### config.mk
export PLATFORM = sky130hd
export DESIGN_NAME = rmtr_cell
export DESIGN_NICKNAME = d
export VERILOG_FILES = /design/src/design/rmtr_pkg.sv /design/src/design/rmtr_cell.sv
export VERILOG_INCLUDE_DIRS = /design/src /design/src/design
export SDC_FILE = /design/constraint.sdc
export NUM_CORES = 1
export LEC_CHECK = 0
export BUFFER_PORTS_ARGS = -buffer_cell sky130_fd_sc_hd__buf_4
export CAP_MARGIN = 20
export CELL_PAD_IN_SITES_DETAIL_PLACEMENT = 0
export CELL_PAD_IN_SITES_GLOBAL_PLACEMENT = 1
export CORE_MARGIN = 2
export CORE_UTILIZATION = 48
export CTS_CLUSTER_DIAMETER = 50
export DETAILED_ROUTE_END_ITERATION = 10
export PLACE_DENSITY_LB_ADDON = 0.1
export SLEW_MARGIN = 20
export SYNTH_ARGS = -nofsm -noshare
export SYNTH_HDL_FRONTEND = slang
export SYNTH_SLANG_ARGS = --single-unit
### constraint.sdc
create_clock -name clk -period 18.05 [get_ports clk]
set_input_delay 0.9025 -clock clk [delete_from_list [all_inputs] [get_ports clk]]
set_output_delay 0.9025 -clock clk [all_outputs]
set_load 0.05 [all_outputs]
### src/design/range_memory_type_resolver_unit_assert.svh
// ----------------------------------------------------------------------------
// range memory type resolver assertion macros
// shared concurrent assertion forms, clocked on clk and disabled in reset
// ----------------------------------------------------------------------------
`ifndef RANGE_MEMORY_TYPE_RESOLVER_UNIT_ASSERT_SVH
`define RANGE_MEMORY_TYPE_RESOLVER_UNIT_ASSERT_SVH

// same-cycle implication
`define RMTR_ASSERT_NOW(lbl, ante, cons, msg) \
  lbl: assert property (@(posedge clk) disable iff (rst) (ante) |-> (cons)) \
    else $error(msg);

// next-cycle implication
`define RMTR_ASSERT_NEXT(lbl, ante, cons, msg) \
  lbl: assert property (@(posedge clk) disable iff (rst) (ante) |=> (cons)) \
    else $error(msg);

`endif

### src/design/rmtr_pkg.sv
// ----------------------------------------------------------------------------
// rmtr_pkg
// types and constants shared by the range memory type resolver
// ----------------------------------------------------------------------------
package rmtr_pkg;

  localparam int RMTR_MAX_RANGES_DEF = 16;

  localparam int ADDR_W  = 52;
  localparam int TYPE_W  = 8;
  localparam int IDX_W   = 4;
  localparam int COUNT_W = 5;
  localparam int CFG_W   = 8;
  localparam int CFG_IDX_W = 1;
  // wide enough for any cell position up to 128 cells
  localparam int POS_W   = 7;

  localparam logic [TYPE_W-1:0] CODE_UC = 8'h00;
  localparam logic [TYPE_W-1:0] CODE_WT = 8'h04;

  // byte offset masks of a 4 KiB and a 2 MiB page
  localparam logic [ADDR_W-1:0] SMALL_MASK = 52'h0_0000_0000_0FFF;
  localparam logic [ADDR_W-1:0] BIG_MASK   = 52'h0_0000_001F_FFFF;

  typedef enum logic [CFG_IDX_W-1:0] {
    CFG_RANGE_COUNT  = 1'b0,
    CFG_DEFAULT_TYPE = 1'b1
  } rmtr_cfg_e;

  typedef struct packed {
    logic              func;
    logic [IDX_W-1:0]  entry_index;
    logic [ADDR_W-1:0] entry_base;
    logic [ADDR_W-1:0] entry_end;
    logic [TYPE_W-1:0] entry_type;
    logic [ADDR_W-1:0] page_address;
    logic              large_page;
  } rmtr_in_t;

  typedef struct packed {
    logic [TYPE_W-1:0] memory_type;
    logic              split_needed;
  } rmtr_out_t;

  // beat travelling down the cell row; a write beat carries base, end and
  // type in page_first, page_last and kind
  typedef struct packed {
    logic              is_query;
    logic [IDX_W-1:0]  entry_index;
    logic              big;
    logic [ADDR_W-1:0] page_first;
    logic [ADDR_W-1:0] page_last;
    logic [TYPE_W-1:0] kind;
    logic              saw_wt;
    logic              done;
    logic              split;
  } rmtr_tok_t;

endpackage

### src/design/rmtr_cell.sv
// ----------------------------------------------------------------------------
// rmtr_cell
// one range entry plus one pipeline slot of the resolver cell row
// ----------------------------------------------------------------------------
`include "range_memory_type_resolver_unit_assert.svh"

module rmtr_cell #(
  parameter int CELL_IDX = 0
) (
  input  logic                          clk,
  input  logic                          rst,
  input  logic                          adv,
  input  logic [rmtr_pkg::COUNT_W-1:0]  range_count,
  input  logic                          in_vld,
  input  rmtr_pkg::rmtr_tok_t           in_tok,
  output logic                          out_vld,
  output rmtr_pkg::rmtr_tok_t           out_tok
);
  import rmtr_pkg::*;

  localparam logic [POS_W-1:0] POS = POS_W'(CELL_IDX);

  logic [ADDR_W-1:0] ent_base;
  logic [ADDR_W-1:0] ent_end;
  logic [TYPE_W-1:0] ent_type;

  logic      active;
  logic      holds;
  logic      touches;
  logic      wr_hit;
  rmtr_tok_t tok_next;

  assign active  = {{(POS_W-COUNT_W){1'b0}}, range_count} > POS;
  assign wr_hit  = in_vld && !in_tok.is_query &&
                   ({{(POS_W-IDX_W){1'b0}}, in_tok.entry_index} == POS);
  assign holds   = (in_tok.page_first >= ent_base) && (in_tok.page_last <= ent_end);
  assign touches = !((in_tok.page_first > ent_end) || (in_tok.page_last < ent_base));

  always_comb begin
    tok_next = in_tok;
    if (in_tok.is_query && !in_tok.done && active) begin
      if (holds) begin
        tok_next.kind = ent_type;
        if (ent_type == CODE_UC) begin
          tok_next.done   = 1'b1;
          tok_next.saw_wt = 1'b0;
        end else if (ent_type == CODE_WT) begin
          tok_next.saw_wt = 1'b1;
        end
      end else if (in_tok.big && touches) begin
        // partial overlap of a large page ends the scan
        tok_next.done   = 1'b1;
        tok_next.split  = 1'b1;
        tok_next.kind   = '0;
        tok_next.saw_wt = 1'b0;
      end
    end
  end

  always_ff @(posedge clk) begin
    if (rst) begin
      out_vld <= 1'b0;
    end else if (adv) begin
      out_vld <= in_vld;
    end
  end

  always_ff @(posedge clk) begin
    if (adv) begin
      out_tok <= tok_next;
    end
  end

  // entry storage, no reset: undefined until written
  always_ff @(posedge clk) begin
    if (adv && wr_hit) begin
      ent_base <= in_tok.page_first;
      ent_end  <= in_tok.page_last;
      ent_type <= in_tok.kind;
    end
  end

  `RMTR_ASSERT_NOW(a_split_clean,
    out_vld && out_tok.is_query && out_tok.split,
    out_tok.done && (out_tok.kind == CODE_UC) && !out_tok.saw_wt,
    "split beat carries a type or wt mark")
  `RMTR_ASSERT_NOW(a_done_is_uc,
    out_vld && out_tok.is_query && out_tok.done && !out_tok.split,
    (out_tok.kind == CODE_UC) && !out_tok.saw_wt,
    "finished scan without split is not uc")
  `RMTR_ASSERT_NEXT(a_done_frozen,
    adv && in_vld && in_tok.is_query && in_tok.done,
    out_vld && (out_tok == $past(in_tok)),
    "finished beat changed inside a cell")

endmodule

==> results of run 1 <==
synth_stat cells, drive strengths merged, types with 2 or more instances:
cell and number:
nor4bb 2, o211ai 3, a22oi 2, a2111oi 2, nand2b 2, nor2 15, a31oi 2, nand2 50
a22o 8, a21o 30, o211a 2, nand3 19, or4 2, nor3 5, o21a 5, and4 11
ha 207, a21oi 79, nor4 7, o221ai 2, or3 2, a21boi 2, a221o 4, nand4 32
edfxtp 233, and3 2, a221oi 7, nor2b 3, a311oi 2, inv 111, o21ai 27
cells in the final DEF (no fill, tap or decap), drive strengths merged, types with 7 or more instances in the layout:
| master | synthesis | routed |
|---|---|---|
| a21o | 30 | 30 |
| a21oi | 79 | 79 |
| a221oi | 7 | 7 |
| a22o | 8 | 8 |
| and4 | 11 | 11 |
| buf | 0 | 254 |
| clkbuf | 0 | 34 |
| clkinv | 0 | 8 |
| edfxtp | 233 | 233 |
| ha | 207 | 207 |
| inv | 111 | 119 |
| nand2 | 50 | 50 |
| nand3 | 19 | 19 |
| nand4 | 32 | 32 |
| nor2 | 15 | 15 |
| nor4 | 7 | 7 |
| o21ai | 27 | 27 |
state kept, by name (all words and copies together) (netlist names):
| name | count |
|---|---|
| out_tok | 121 |
| ent_base | 52 |
| ent_end | 52 |
| ent_type | 8 |
| out_vld | 1 |
layer usage:
layer | global-route usage [%] | routed length (um) | up-vias
met4 | 5.47 | 623 | 0
met1 | 28.0 | 12200 | 3822
met2 | 35.5 | 13400 | 201
li1 | - | - | 4030
met3 | 3.87 | 1610 | 36
met5 | 0 | 0 | -
worst min-delay path, stage by stage (launching register included):
cell,delay [ns]
dfxtp_1,0.31
nand2b_1,0.06
a21oi_1,0.06
final timing paths:
path | from | end | slack, ns | cells past startpoint
worst max register to register | ent_base[34]$_DFFE_PP_ | out_tok[9]$_DFFE_PP_ | 14.66 | 10
worst min register to register | out_vld$_SDFFE_PP0P_ | out_vld$_SDFFE_PP0P_ | 0.47 | 2
worst min-delay path | out_vld$_SDFFE_PP0P_ | out_vld$_SDFFE_PP0P_ | 0.47 | 2
worst max-delay path | in_tok[45] | out_tok[9]$_DFFE_PP_ | 14.55 | 10
cell type report:
class,count,share of cell area [%]
clock inverter,23,1.75
sequential,234,45.5
timing repair buffer,254,12.4
tap,324,2.63
clock buffer,34,5.10
multi-input combinational,548,30.0
inverter,111,2.70
stage by stage:
stage	cells	area (um^2)	total power, mW
after global routing	1528	15400	1.51
after detailed placement	1471	14400	0.853
final	1528	15400	1.46
after global placement	1471	14400	0.851
after CTS	1528	15400	1.48
after floorplan	893	12000	0.763
power by group through the flow:
stage | sequential (mW) | clock [mW] | combinational, mW
2_1_floorplan | 0.719 | 0 | 0.0436
3_3_place_gp | 0.642 | 0 | 0.210
3_5_place_dp | 0.642 | 0 | 0.211
4_1_cts | 0.631 | 0.634 | 0.212
5_1_grt | 0.633 | 0.653 | 0.226
6_report | 0.631 | 0.621 | 0.210
cells by family (layout without fill, tap and decap cells):
family                   after synthesis  count (layout)  synth area share [%]
flip-flops                           234             234                  58.2
AO/OA/AOI/OAI                        185             185                  9.89
AND/OR/NAND/NOR                      156             156                  6.93
adder cells (fa/ha/maj)              207             207                  21.5
buffers and inverters                111             422                  3.46
==> metrics.txt, run 1 <==
# TYPE chip_impl_metric gauge
chip_impl_metric{name="gr-total-overflow",unit=""} 0
chip_impl_metric{name="syn_area_per_cell",unit="um^2"} 13.5
chip_impl_metric{name="cts_hold_buf",unit=""} 0
chip_impl_metric{name="synth_cell_type_count",unit=""} 48
chip_impl_metric{name="grt_antenna_before_repair",unit=""} 0
chip_impl_metric{name="place_worst_setup_slack",unit="ns"} 14.02
chip_impl_metric{name="cts.reportedPaths.clkPinSlew",unit="ns"} 0.06
chip_impl_metric{name="floorplan.initialDensity",unit="%"} 49.3
chip_impl_metric{name="detail-route-antenna-nets",unit=""} 0
chip_impl_metric{name="ys_async_sr_fraction",unit="%"} 0
chip_impl_metric{name="gp_routability_congestion",unit=""} 0.850
chip_impl_info{name="timing_worst_setup_path_type",value="in2reg"} 1
chip_impl_metric{name="grt_max_degree",unit=""} 77
chip_impl_metric{name="postSynthCellCount",unit=""} 893
chip_impl_info{name="post-synth-top-area-cell",value="edfxtp_1"} 1
chip_impl_metric{name="ys.warnings.count",unit=""} 0
chip_impl_metric{name="finalSetupViolations",unit=""} 0
chip_impl_metric{name="global_route_wire_length_before_repair",unit="um"} 43200
chip_impl_info{name="critical-path-top-delay-family",value="compound AO/OA/AOI/OAI gates"} 1
chip_impl_metric{name="setup-tns-final",unit="ns"} 0
chip_impl_info{name="setup_repair_after_global_routing_missed_its_margin",value="no"} 1
chip_impl_metric{name="setup_slack",unit="ns"} 14.55
chip_impl_metric{name="vias_per_cell",unit=""} 5.29
chip_impl_metric{name="worst_skew_pair.late_latency",unit="ns"} 0.55
chip_impl_metric{name="cts.repair_timing.setup_buffer_count",unit=""} 0
chip_impl_metric{name="dr.first_iter.drc_count",unit=""} 435
chip_impl_metric{name="internal_power",unit="mW"} 1.07
chip_impl_info{name="tritoncts",value="done"} 1
chip_impl_info{name="critical-path-slowest-cell",value="nor4_1"} 1
chip_impl_metric{name="timing_worst_slew_pin_value",unit="ns"} 0.981
chip_impl_metric{name="drv_cap",unit=""} 0
chip_impl_metric{name="die-width",unit="um"} 162
chip_impl_metric{name="cp.arrival",unit="ns"} 3.80
chip_impl_metric{name="power.switching",unit="mW"} 0.388
chip_impl_metric{name="area_enclosed_by_the_die_boundary",unit="mm^2"} 0.0264
chip_impl_metric{name="num_rows",unit=""} 57
chip_impl_metric{name="final_layout_size_suffix_gt1_share",unit="%"} 26.2
chip_impl_metric{name="number_of_detailed_routing_iterations_run_before_antenna_repair",unit=""} 5
chip_impl_metric{name="report.final.hold_viol_count",unit=""} 0
chip_impl_info{name="crit_path_cell_trace",value="buf_4 > ha_1 > nand4_1 > nor4_1 > nand2_1 > a311oi_1 > o21ai_0 > o2111ai_1 > a22oi_2 > a22o_1"} 1
chip_impl_metric{name="number_of_enable_type_register_cells_in_the_synthesized_netlist",unit=""} 233
chip_impl_metric{name="vias_in_the_first_global_route",unit=""} 8199
chip_impl_info{name="min_path_type",value="reg2reg"} 1
chip_impl_metric{name="finalNetCount",unit=""} 1517
chip_impl_metric{name="switching_power_share_of_the_total",unit="%"} 26.5
chip_impl_metric{name="grt.total_usage",unit="%"} 21.0
chip_impl_metric{name="area.growth.synth_to_final",unit="%"} 28.0
chip_impl_metric{name="synth_seq_area_share",unit="%"} 58.2
chip_impl_metric{name="synth_top_cell_area_share",unit="%"} 58.1
chip_impl_metric{name="final_core_utilization",unit="%"} 63.1
chip_impl_metric{name="multi_input_area",unit="mm^2"} 0.00462
chip_impl_info{name="synthFlopType",value="edfxtp_1"} 1
chip_impl_metric{name="share_seq_of_total_power",unit="%"} 43.2
chip_impl_metric{name="hpwl",unit="um"} 21400
chip_impl_metric{name="cts_buffers",unit=""} 31
chip_impl_metric{name="max-slew-margin-rel",unit="%"} 34.6
chip_impl_metric{name="power_leakage",unit="nW"} 6.91
chip_impl_metric{name="final.setup_skew",unit="ns"} 0.0106
chip_impl_metric{name="power.clock.fraction",unit="%"} 42.5
chip_impl_metric{name="postSynthRegisterBits",unit=""} 234
chip_impl_metric{name="clkSinkCount",unit=""} 234
chip_impl_metric{name="htree_levels",unit=""} 1
chip_impl_metric{name="fill_cells",unit=""} 1970
chip_impl_metric{name="post_drt_wl_per_cell",unit="um"} 18.2
chip_impl_metric{name="antennaDiodeCount",unit=""} 0
chip_impl_info{name="run_status",value="completed"} 1
chip_impl_metric{name="power_frac_comb",unit="%"} 14.4
chip_impl_metric{name="via_count",unit=""} 8089
chip_impl_info{name="startpoint_types",value="primary input"} 1
chip_impl_metric{name="detail_route.wirelength",unit="um"} 27800
chip_impl_metric{name="syn_nets",unit=""} 1230
chip_impl_metric{name="syn-cell-area",unit="mm^2"} 0.0120
chip_impl_metric{name="postCtsResizedCells",unit=""} 0
chip_impl_info{name="cp-end-kind",value="register"} 1
chip_impl_metric{name="crit_fanout",unit=""} 8
chip_impl_metric{name="max-clock-path-buffers",unit=""} 3
chip_impl_metric{name="seq_area",unit="mm^2"} 0.00702
chip_impl_metric{name="vdd.ir_drop.worst",unit="uV"} 84.3
chip_impl_metric{name="largest_incremental_delay_on_the_critical_path",unit="ns"} 0.48
chip_impl_metric{name="buffers_and_inverters_on_the_worst_path",unit=""} 1
chip_impl_metric{name="required",unit="ns"} 18.36
chip_impl_metric{name="io_pins",unit=""} 252
chip_impl_metric{name="period_needed",unit="ns"} 3.50
chip_impl_info{name="synth.area.top_cells",value="edfxtp_1, ha_1, inv_1"} 1
chip_impl_metric{name="drc",unit=""} 0
chip_impl_metric{name="chipHeight",unit="um"} 162
chip_impl_metric{name="placeableCoreArea",unit="mm^2"} 0.0245
chip_impl_info{name="cts_root_buf",value="clkbuf_16"} 1
chip_impl_metric{name="timing.hold.ws",unit="ns"} 0.468
chip_impl_metric{name="final_min_period_over_clock_period",unit="%"} 19.4
chip_impl_metric{name="power_density",unit="mW/mm^2"} 94.7
chip_impl_metric{name="highest_clock_frequency_the_design_can_meet",unit="MHz"} 286
chip_impl_metric{name="finalMaxSlewViolations",unit=""} 0
chip_impl_metric{name="numPortBuffers",unit=""} 251
(Power assumes the default switching activity.)
==> inputs of run 2 (changes only) <==
--- a/config.mk
+++ b/config.mk
@@ -11,7 +11,7 @@
 export CELL_PAD_IN_SITES_DETAIL_PLACEMENT = 0
 export CELL_PAD_IN_SITES_GLOBAL_PLACEMENT = 1
 export CORE_MARGIN = 2
-export CORE_UTILIZATION = 48
+export CORE_UTILIZATION = 40
 export CTS_CLUSTER_DIAMETER = 50
 export DETAILED_ROUTE_END_ITERATION = 10
 export PLACE_DENSITY_LB_ADDON = 0.1
==> constraint.sdc (replaced) <==
create_clock -name clk -period 3.15 [get_ports clk]
set_input_delay 0.1575 -clock clk [delete_from_list [all_inputs] [get_ports clk]]
set_output_delay 0.1575 -clock clk [all_outputs]
set_load 0.05 [all_outputs]
==> metrics.txt, run 2 (synthesized netlist as in run 1, its figures left out) <==
# TYPE chip_impl_metric gauge
chip_impl_info{name="run_status",value="completed"} 1
chip_impl_metric{name="gr-total-overflow",unit=""} 0
chip_impl_metric{name="floorplan.initialDensity",unit="%"} 40.7
chip_impl_metric{name="cts.repair_timing.setup_buffer_count",unit=""} 0
chip_impl_metric{name="gp_routability_congestion",unit=""} 0.791
chip_impl_metric{name="required",unit="ns"} 3.39
chip_impl_info{name="most_common_cell_after_layout_fill_and_taps_aside",value="buf_4"} 1
chip_impl_metric{name="place.detailed.instances",unit=""} 1546
chip_impl_metric{name="hpwl",unit="um"} 22900
chip_impl_metric{name="finalNetCount",unit=""} 1652
chip_impl_info{name="layout_common_cells",value="buf_4, edfxtp_1, ha_1, dlygate4sd3_1, inv_1"} 1
chip_impl_metric{name="grt_antenna_before_repair",unit=""} 0
chip_impl_metric{name="vdd.ir_drop.worst",unit="uV"} 416
chip_impl_metric{name="final_min_period_over_clock_period",unit="%"} 94.2
chip_impl_metric{name="finalMaxSlewViolations",unit=""} 0
chip_impl_metric{name="reg2reg_depth",unit=""} 10
chip_impl_info{name="tritoncts",value="done"} 1
chip_impl_metric{name="dr.first_iter.drc_count",unit=""} 319
chip_impl_metric{name="drv_cap",unit=""} 0
chip_impl_metric{name="finalSetupViolations",unit=""} 0
chip_impl_metric{name="timing.hold.ws",unit="ns"} 0.220
chip_impl_metric{name="cp.arrival",unit="ns"} 3.21
chip_impl_metric{name="antennaDiodeCount",unit=""} 0
chip_impl_metric{name="grt.total_usage",unit="%"} 19.8
chip_impl_metric{name="seq_area",unit="mm^2"} 0.00702
chip_impl_metric{name="power_density",unit="mW/mm^2"} 520
chip_impl_metric{name="grt_max_degree",unit=""} 123
chip_impl_metric{name="vias_per_cell",unit=""} 4.96
chip_impl_metric{name="report.final.hold_viol_count",unit=""} 0
chip_impl_metric{name="numPortBuffers",unit=""} 251
chip_impl_metric{name="io_pins",unit=""} 252
chip_impl_metric{name="final.setup_skew",unit="ns"} 0.0162
chip_impl_metric{name="drc",unit=""} 0
chip_impl_metric{name="hold_depth",unit=""} 3
chip_impl_metric{name="worst_skew_pair.late_latency",unit="ns"} 0.50
chip_impl_metric{name="area.growth.synth_to_final",unit="%"} 41.1
chip_impl_metric{name="period_needed",unit="ns"} 2.97
chip_impl_metric{name="number_of_detailed_routing_iterations_run_before_antenna_repair",unit=""} 4
chip_impl_info{name="cts_root_buf",value="clkbuf_16"} 1
chip_impl_info{name="startpoint_types",value="register"} 1
chip_impl_metric{name="highest_clock_frequency_the_design_can_meet",unit="MHz"} 337
chip_impl_metric{name="number_of_flip_flops_in_the_largest_register",unit=""} 121
chip_impl_metric{name="clkSinkCount",unit=""} 234
chip_impl_metric{name="cts.reportedPaths.clkPinSlew",unit="ns"} 0.06
chip_impl_metric{name="cts_buffers",unit=""} 34
chip_impl_info{name="reg_top3",value="out_tok x121, ent_base x52, ent_end x52"} 1
chip_impl_metric{name="timing_worst_slew_pin_value",unit="ns"} 0.692
chip_impl_metric{name="htree_levels",unit=""} 2
chip_impl_metric{name="num_rows",unit=""} 63
chip_impl_metric{name="power_leakage",unit="nW"} 7.57
chip_impl_metric{name="multi_input_area",unit="mm^2"} 0.00467
chip_impl_metric{name="max-slew-margin-rel",unit="%"} 53.7
chip_impl_metric{name="global_route_wire_length_before_repair",unit="um"} 48100
chip_impl_info{name="cp-end-kind",value="register"} 1
chip_impl_metric{name="crit_fanout",unit=""} 8
chip_impl_metric{name="fill_cells",unit=""} 2522
chip_impl_metric{name="placeableCoreArea",unit="mm^2"} 0.0296
chip_impl_metric{name="post_drt_wl_per_cell",unit="um"} 18.1
chip_impl_metric{name="finalNonFillerCells",unit=""} 1730
chip_impl_metric{name="chipHeight",unit="um"} 178
chip_impl_metric{name="vias_in_the_first_global_route",unit=""} 8948
chip_impl_info{name="min_path_type",value="in2reg"} 1
chip_impl_metric{name="area_enclosed_by_the_die_boundary",unit="mm^2"} 0.0315
chip_impl_metric{name="via_count",unit=""} 8581
chip_impl_metric{name="detail_route.wirelength",unit="um"} 31200
chip_impl_info{name="largest_register",value="out_tok"} 1
chip_impl_metric{name="max-clock-path-buffers",unit=""} 3
chip_impl_metric{name="die-width",unit="um"} 178
chip_impl_metric{name="final_layout_size_suffix_gt1_share",unit="%"} 24.6
chip_impl_metric{name="detail-route-antenna-nets",unit=""} 0
chip_impl_info{name="timing_worst_setup_path_type",value="reg2reg"} 1
-- run 2: cell types whose count changed in the layout (fill, tap and decap cells not counted), moves of 2 or more --
cell | previous run | this run
buf_12 | 0 | 3
buf_4 | 254 | 260
clkbuf_1 | 3 | 6
clkbuf_16 | 31 | 37
clkinv_2 | 2 | 5
clkinv_4 | 4 | 1
dlygate4sd3_1 | 0 | 123
inv_6 | 6 | 1
nor4bb_1 | 2 | 0
-- run 2: timing repair --
| action | in CTS | in global routing |
|---|---|---|
| gates resized for setup | 0 | 8 |
| hold buffers | 123 | 0 |
| endpoints found under the setup margin | 0 | 10 |
| hold endpoints to repair | 234 | 0 |
-- run 2: power by group --
group / leakage, nW / switching [mW] / internal, mW
Clock: 0.566 / 1.39 / 2.49
Sequential: 2.20 / 0.0371 / 3.58
Combinational: 4.80 / 0.838 / 0.512
-- run 2: path summary, 6_finish.rpt --
| kind | slack, ns | endpoint | from |
|---|---|---|---|
| worst min-delay path | 0.22 | ent_base[47]$_DFFE_PP_ | in_vld |
| worst min register to register | 0.58 | out_tok[4]$_DFFE_PP_ | ent_type[1]$_DFFE_PP_ |
| worst max-delay path | 0.18 | out_tok[10]$_DFFE_PP_ | ent_end[7]$_DFFE_PP_ |
| worst max register to register | 0.18 | out_tok[10]$_DFFE_PP_ | ent_end[7]$_DFFE_PP_ |
-- run 2: worst max-delay path: stages, from the launching register on --
cell      delay, ns
edfxtp_1       0.35
inv_1          0.08
ha_1           0.26
a21oi_1        0.14
o21ai_0        0.10
a221o_1        0.36
a2111o_1       0.48
a221oi_2       0.33
o22a_2         0.22
a22oi_2        0.15
a22o_1         0.23
-- run 2: final cells by class --
type | instances | share of cell area, %
tap | 390 | 2.87
multi-input combinational | 548 | 27.5
inverter | 111 | 2.45
timing repair buffer | 386 | 19.1
sequential | 234 | 41.3
clock inverter | 17 | 1.18
clock buffer | 44 | 5.66
-- run 2: layer usage --
| metal | wire [um] | up-vias | part of all wire [%] | GRT usage, % |
|---|---|---|---|---|
| li1 | - | 4291 | - | - |
| met1 | 13800 | 4061 | 44 | 25.7 |
| met2 | 15600 | 190 | 50 | 34.6 |
| met3 | 1350 | 39 | 4.3 | 3.56 |
| met4 | 480 | 0 | 1.5 | 4.27 |
| met5 | 0 | - | 0 | 0 |
-- run 2: per-stage QoR --
step / power [mW] / instance area, um^2 / setup slack (ns) / utilization [%] / setup TNS (ns)
after floorplan: 4.37 / 12100 / -0.641 / - / -71.74
after global placement: 4.90 / 14600 / 0.172 / 49.1 / 0
after detailed placement: 4.91 / 14600 / 0.109 / 49.1 / 0
after CTS: 8.95 / 17000 / 0.0861 / 57.2 / 0
after global routing: 9.17 / 17000 / -0.00540 / 57.3 / -0.00540
final: 8.85 / 17000 / 0.182 / 57.3 / 0
